<file path="src/design/ppkd_pkg.sv">
// shared types and constants for the parallel port keyboard/display block
`default_nettype none

package ppkd_pkg;

  typedef enum logic [1:0] {
    REQ_READ  = 2'd0,
    REQ_WRITE = 2'd1,
    REQ_KEY   = 2'd2,
    REQ_IDLE  = 2'd3
  } req_type_t;

  typedef enum logic [1:0] {
    SEL_A_DATA = 2'd0,
    SEL_A_CTRL = 2'd1,
    SEL_B_DATA = 2'd2,
    SEL_B_CTRL = 2'd3
  } reg_sel_t;

  localparam int unsigned CTRL_ROUTE_BIT = 2;
  localparam logic [7:0]  CODE_MASK      = 8'h7F;
  localparam logic [7:0]  STROBE         = 8'h80;

  typedef struct packed {
    logic [7:0] read_data;
    logic       display_valid;
    logic [7:0] display_byte;
    logic       key_ready;
  } result_t;

endpackage

`default_nettype wire

</file>
<file path="src/design/ppkd_regfile.sv">
// port registers, bus decode and keyboard load for the parallel port block
`default_nettype none

module ppkd_regfile (
  input  wire logic              clk,
  input  wire logic              rst_n,
  input  wire logic              commit,
  input  wire ppkd_pkg::req_type_t req_type,
  input  wire ppkd_pkg::reg_sel_t  reg_sel,
  input  wire logic [7:0]        write_data,
  input  wire logic [6:0]        kbd_char,
  output ppkd_pkg::result_t      result
);

  logic [7:0] port_a_value_r, port_a_value_nxt;
  logic [7:0] port_b_value_r, port_b_value_nxt;
  logic [7:0] port_a_dir_r,   port_a_dir_nxt;
  logic [7:0] port_b_dir_r,   port_b_dir_nxt;
  logic [7:0] port_a_ctrl_r,  port_a_ctrl_nxt;
  logic [7:0] port_b_ctrl_r,  port_b_ctrl_nxt;

  logic a_route, b_route;

  assign a_route = port_a_ctrl_r[ppkd_pkg::CTRL_ROUTE_BIT];
  assign b_route = port_b_ctrl_r[ppkd_pkg::CTRL_ROUTE_BIT];

  always_comb begin
    port_a_value_nxt = port_a_value_r;
    port_b_value_nxt = port_b_value_r;
    port_a_dir_nxt   = port_a_dir_r;
    port_b_dir_nxt   = port_b_dir_r;
    port_a_ctrl_nxt  = port_a_ctrl_r;
    port_b_ctrl_nxt  = port_b_ctrl_r;
    result           = '0;

    unique case (req_type)
      ppkd_pkg::REQ_READ: begin
        unique case (reg_sel)
          ppkd_pkg::SEL_A_DATA: begin
            if (a_route) begin
              result.read_data = port_a_value_r;
              // reading the key byte clears the strobe
              port_a_value_nxt = port_a_value_r & ppkd_pkg::CODE_MASK;
            end else begin
              result.read_data = port_a_dir_r;
            end
          end
          ppkd_pkg::SEL_A_CTRL: result.read_data = port_a_ctrl_r;
          ppkd_pkg::SEL_B_DATA: result.read_data = b_route ? port_b_value_r : port_b_dir_r;
          ppkd_pkg::SEL_B_CTRL: result.read_data = port_b_ctrl_r;
          default:              result.read_data = '0;
        endcase
      end
      ppkd_pkg::REQ_WRITE: begin
        unique case (reg_sel)
          ppkd_pkg::SEL_A_DATA: begin
            if (a_route) port_a_value_nxt = write_data;
            else         port_a_dir_nxt   = write_data;
          end
          ppkd_pkg::SEL_A_CTRL: port_a_ctrl_nxt = write_data;
          ppkd_pkg::SEL_B_DATA: begin
            if (b_route) begin
              port_b_value_nxt     = write_data;
              result.display_valid = 1'b1;
              result.display_byte  = write_data;
            end else begin
              port_b_dir_nxt = write_data;
            end
          end
          ppkd_pkg::SEL_B_CTRL: port_b_ctrl_nxt = write_data;
          default:              port_b_ctrl_nxt = port_b_ctrl_r;
        endcase
      end
      ppkd_pkg::REQ_KEY:  port_a_value_nxt = ppkd_pkg::STROBE | {1'b0, kbd_char};
      ppkd_pkg::REQ_IDLE: port_a_value_nxt = port_a_value_r;
      default:            port_a_value_nxt = port_a_value_r;
    endcase

    result.key_ready = port_a_value_nxt[7];
  end

  always_ff @(posedge clk) begin
    if (!rst_n) begin
      port_a_value_r <= '0;
      port_b_value_r <= '0;
      port_a_dir_r   <= '0;
      port_b_dir_r   <= '0;
      port_a_ctrl_r  <= '0;
      port_b_ctrl_r  <= '0;
    end else if (commit) begin
      port_a_value_r <= port_a_value_nxt;
      port_b_value_r <= port_b_value_nxt;
      port_a_dir_r   <= port_a_dir_nxt;
      port_b_dir_r   <= port_b_dir_nxt;
      port_a_ctrl_r  <= port_a_ctrl_nxt;
      port_b_ctrl_r  <= port_b_ctrl_nxt;
    end
  end

endmodule

`default_nettype wire

</file>
<file path="src/design/parallel_port_keyboard_display_top.sv">
// from input accept to result valid a word passes the input register, then the result register
// throughput: one word per cycle while out_ready stays high
// the register file is updated as a word moves from the input to the result register
// in_ready holds low only while both registers are full and out_ready is low
// reset (synchronous, rst_n low) clears all port, direction and control registers
`default_nettype none

module parallel_port_keyboard_display_top (
  input  wire logic       clk,
  input  wire logic       rst_n,
  input  wire logic       in_valid,
  output logic            in_ready,
  input  wire logic [1:0] in_req_type,
  input  wire logic [1:0] in_reg_sel,
  input  wire logic [7:0] in_write_data,
  input  wire logic [6:0] in_kbd_char,
  output logic            out_valid,
  input  wire logic       out_ready,
  output logic [7:0]      out_read_data,
  output logic            out_display_valid,
  output logic [7:0]      out_display_byte,
  output logic            out_key_ready
);

  logic       s1_valid_r;
  logic [1:0] s1_req_type_r;
  logic [1:0] s1_reg_sel_r;
  logic [7:0] s1_write_data_r;
  logic [6:0] s1_kbd_char_r;

  logic              out_valid_r;
  ppkd_pkg::result_t out_result_r;
  ppkd_pkg::result_t result;

  logic s1_advance;

  assign s1_advance = s1_valid_r && (!out_valid_r || out_ready);
  assign in_ready   = !s1_valid_r || s1_advance;

  always_ff @(posedge clk) begin
    if (!rst_n) begin
      s1_valid_r <= 1'b0;
    end else if (in_ready) begin
      s1_valid_r <= in_valid;
    end
  end

  always_ff @(posedge clk) begin
    if (in_valid && in_ready) begin
      s1_req_type_r   <= in_req_type;
      s1_reg_sel_r    <= in_reg_sel;
      s1_write_data_r <= in_write_data;
      s1_kbd_char_r   <= in_kbd_char;
    end
  end

  ppkd_regfile u_regfile (
    .clk        (clk),
    .rst_n      (rst_n),
    .commit     (s1_advance),
    .req_type   (ppkd_pkg::req_type_t'(s1_req_type_r)),
    .reg_sel    (ppkd_pkg::reg_sel_t'(s1_reg_sel_r)),
    .write_data (s1_write_data_r),
    .kbd_char   (s1_kbd_char_r),
    .result     (result)
  );

  always_ff @(posedge clk) begin
    if (!rst_n) begin
      out_valid_r <= 1'b0;
    end else if (!out_valid_r || out_ready) begin
      out_valid_r <= s1_valid_r;
    end
  end

  always_ff @(posedge clk) begin
    if (s1_advance) begin
      out_result_r <= result;
    end
  end

  assign out_valid         = out_valid_r;
  assign out_read_data     = out_result_r.read_data;
  assign out_display_valid = out_result_r.display_valid;
  assign out_display_byte  = out_result_r.display_byte;
  assign out_key_ready     = out_result_r.key_ready;

endmodule

`default_nettype wire

</file>
<file path="config.mk">
export PLATFORM = sky130hd
export DESIGN_NAME = parallel_port_keyboard_display_top
export DESIGN_NICKNAME = d
export VERILOG_FILES = /design/src/design/ppkd_pkg.sv /design/src/design/ppkd_regfile.sv /design/src/design/parallel_port_keyboard_display_top.sv
export SDC_FILE = /design/constraint.sdc
export NUM_CORES = 1
export LEC_CHECK = 0
export ABC_AREA = 1
export BUFFER_PORTS_ARGS = -buffer_cell sky130_fd_sc_hd__buf_2
export CORE_AREA = 2 2 80 98
export DETAILED_ROUTE_END_ITERATION = 7
export DIE_AREA = 0 0 82 100
export HOLD_SLACK_MARGIN = 0.12
export PLACE_DENSITY = 0.72
export SLEW_MARGIN = 20
export SYNTH_ARGS = -nofsm -noshare
export SYNTH_HDL_FRONTEND = slang
export SYNTH_SLANG_ARGS = --single-unit
</file>
<file path="constraint.sdc">
create_clock -name clk -period 2.4 [get_ports clk]
set_input_delay 0.48 -clock clk [delete_from_list [all_inputs] [get_ports clk]]
set_output_delay 0.48 -clock clk [all_outputs]
set_load 0.02 [all_outputs]
</file>
==> run metrics <==
most frequent cells in the layout 94 x sky130_fd_sc_hd__nor2_1, 93 x sky130_fd_sc_hd__nand2_1, 50 x sky130_fd_sc_hd__dfxtp_1; number of distinct standard cells referenced by the synthesized netlist 29; area inside the core boundary 7360 sq um; Die Outline Area 8200 sq um; initial standard-cell utilization of the core 0.510; Reg-to-Reg Start s1_req_type_r[1]; Yosys warnings 0; Cell Pwr Density 707 nW/um^2; critical path capture point type flop; gr ovfl total 0; PostCTS Resize Cnt 0; CTS clock-pin slew for the worst setup and hold paths 0.08 ns; vias post-DR 2992; CTS Buffer Depth 2; count of fill cells added during filler insertion 669; number of slew-limit violations in the final report 0; clock tree from TritonCTS yes; first-pass GRT wire length 13200 microns; final worst path period need 1.79 ns; sw frac 0.229; hpwl dp 5750 microns; register area share after synthesis 0.563; startpoint of the worst hold path in_kbd_char[0]; vias per cell 5.10; Setup-failing EPs final 0; Inserted Diodes 0; design internal power 2.35 mW; switching power total 0.699 mW; standard-cell rows 35; CP startpoint s1_req_type_r[1]; clock root buffer master sky130_fd_sc_hd__clkbuf_8; routed len/inst 13.6 microns; Post-Synthesis Mean Instance Area 8.49 sq um; number of buffers created by CTS 9; count of placed standard cells including taps 571; DR iter-0 viols 279; sequential cell area 2110 sq um; CTS HTree Levels 3; Final Routed Wirelength 7990 microns; Static Leak 1.76 nW; Final Wtd Congestion 0.884; critical path class reg2reg; commonest non-fill, non-tap cell in the layout sky130_fd_sc_hd__nor2_1; ANT nets after route 0; cts hold-fix bufs 0; Worst Hold Slack 0.286 ns; outcome finished, final reports clean; area of the multi-input gates 1440 sq um; path type of the worst min-delay path in2reg; final hold vios 0; number of non-filler instances in the completed layout 587; CP Data Arrival Time 2.04 ns; synthesized instance count 442; portion of total power attributed to combinational logic 0.067; total negative slack 0 ns; antenna violations before repair 0; clock network latency to the later pin of the worst-skew pair 0.36 ns; IO buf count 42; Peak VDD IR 491 uV; flip-flop and latch count after synthesis 87; summed instance area of the synthesized netlist 3750 sq um; worst setup skew after layout 0.00625 ns; via count of the first global-routing pass 2818; Sink Count 87; 1st-pass router iterations 7; Boundary Pins 43; overall power after layout 3.05 mW; Worst setup SP type flop; Post-CTS Setup Inserts 0; data required time at the worst endpoint 2.65 ns; Post-Syn Nets 471; fraction of final layout cells sized beyond drive strength 1 0.180; maximum number of pins on one net before global-route repair 33; share of total power in sequential cells 0.533; die outline width 82 microns; worst-case headroom to the max-slew limit 0.586; RSZ-0062 raised after global routing no; DRC Markers 0; upper clock frequency limit 559 MHz; worst-margin pin slew 0.620 ns; clock network fraction of total power 0.399; area grow syn2layout 14.8%; number of maximum-capacitance violations 0; critical path peak fanout 10; share of the clock period used by the worst path after layout 0.745; GRT Resource Usage Total 0.216; total number of nets in the final design 519; Chip Height 100 microns
==> final cells by class <==
cell class	instances	share of cell area
Timing Repair Buffer	47	0.0575
Clock buffer	9	0.0287
Sequential cell	87	0.490
Clock inverter	7	0.0279
Inverter	39	0.0343
Multi-Input combinational cell	306	0.335
Tap cell	92	0.0267
==> cells by family after synthesis <==
kind of cell	count (synthesis)	share of synthesized area
AO/OA/AOI/OAI	66	0.0920
adder cells (fa/ha/maj)	6	0.0200
buffers and inverters	49	0.0530
flip-flops	87	0.563
AND/OR/NAND/NOR	234	0.272
==> synth_stat cells, drive strengths merged <==
cell    instances  area share
a21oi          24       0.032
buf             5      0.0087
clkbuf          5      0.0050
clkinv          8      0.0083
dfxtp          50        0.27
edfxtp         37        0.30
ha              6       0.020
inv            31       0.031
nand2          98        0.10
nand3          29       0.048
nand4           1      0.0017
nor2           99        0.11
nor3            1      0.0013
o211ai          6       0.012
o21ai          36       0.048
or2             6       0.010
==> registers in the layout, indices dropped and copies added (netlist names) <==
register / count
u_regfile.port_b_value_r: 8
out_valid: 1
s1_kbd_char_r: 7
u_regfile.port_a_ctrl_r: 8
u_regfile.port_b_ctrl_r: 8
s1_req_type_r: 2
u_regfile.port_a_dir_r: 8
u_regfile.port_a_value_r: 8
out_read_data: 8
out_key_ready: 1
u_regfile.port_b_dir_r: 8
out_display_byte: 8
s1_valid_r: 1
s1_reg_sel_r: 2
out_display_valid: 1
s1_write_data_r: 8
==> final timing paths <==
check / to / depth (start not counted) / slack (ns)
worst min-delay path: s1_kbd_char_r[0] / 1 / 0.29
worst min register to register: u_regfile.port_b_value_r[6] / 2 / 0.47
worst max-delay path: u_regfile.port_b_value_r[1] / 7 / 0.61
worst max register to register: u_regfile.port_b_value_r[1] / 7 / 0.61
==> layer usage <==
layer / vias to the layer above / share of wire / track usage
met1: 1313 / 0.41 / 0.274
li1: 1528 / - / -
met2: 120 / 0.46 / 0.335
met3: 31 / 0.067 / 0.0531
met4: 0 / 0.060 / 0.122
met5: - / 0 / 0
==> critical path, stage by stage (launching register included) <==
cell,delay (ns)
sky130_fd_sc_hd__edfxtp_1,0.42
sky130_fd_sc_hd__inv_1,0.13
sky130_fd_sc_hd__ha_1,0.47
sky130_fd_sc_hd__nand3_4,0.22
sky130_fd_sc_hd__nor2_8,0.19
sky130_fd_sc_hd__inv_2,0.10
sky130_fd_sc_hd__nand2_1,0.07
sky130_fd_sc_hd__a21oi_1,0.06
==> power by group through the flow <==
stage                     sequential [mW]  combinational [mW]  clock (mW)
after floorplan                      1.66               0.124           0
after global placement               1.66               0.201           0
after detailed placement             1.66               0.205           0
after CTS                            1.63               0.206        1.24
after global routing                 1.63               0.233        1.30
final                                1.63               0.205        1.22
==> through the flow <==
stage,setup WS [ns],utilization,instance area (sq um)
global placement,0.671,0.553,4070
floorplan,0.816,-,3750
finish,0.612,0.586,4310
global route,0.378,0.586,4310
detailed placement,0.590,0.553,4070
CTS,0.575,0.586,4310
No activity file was read; power rests on OpenSTA's default activity.
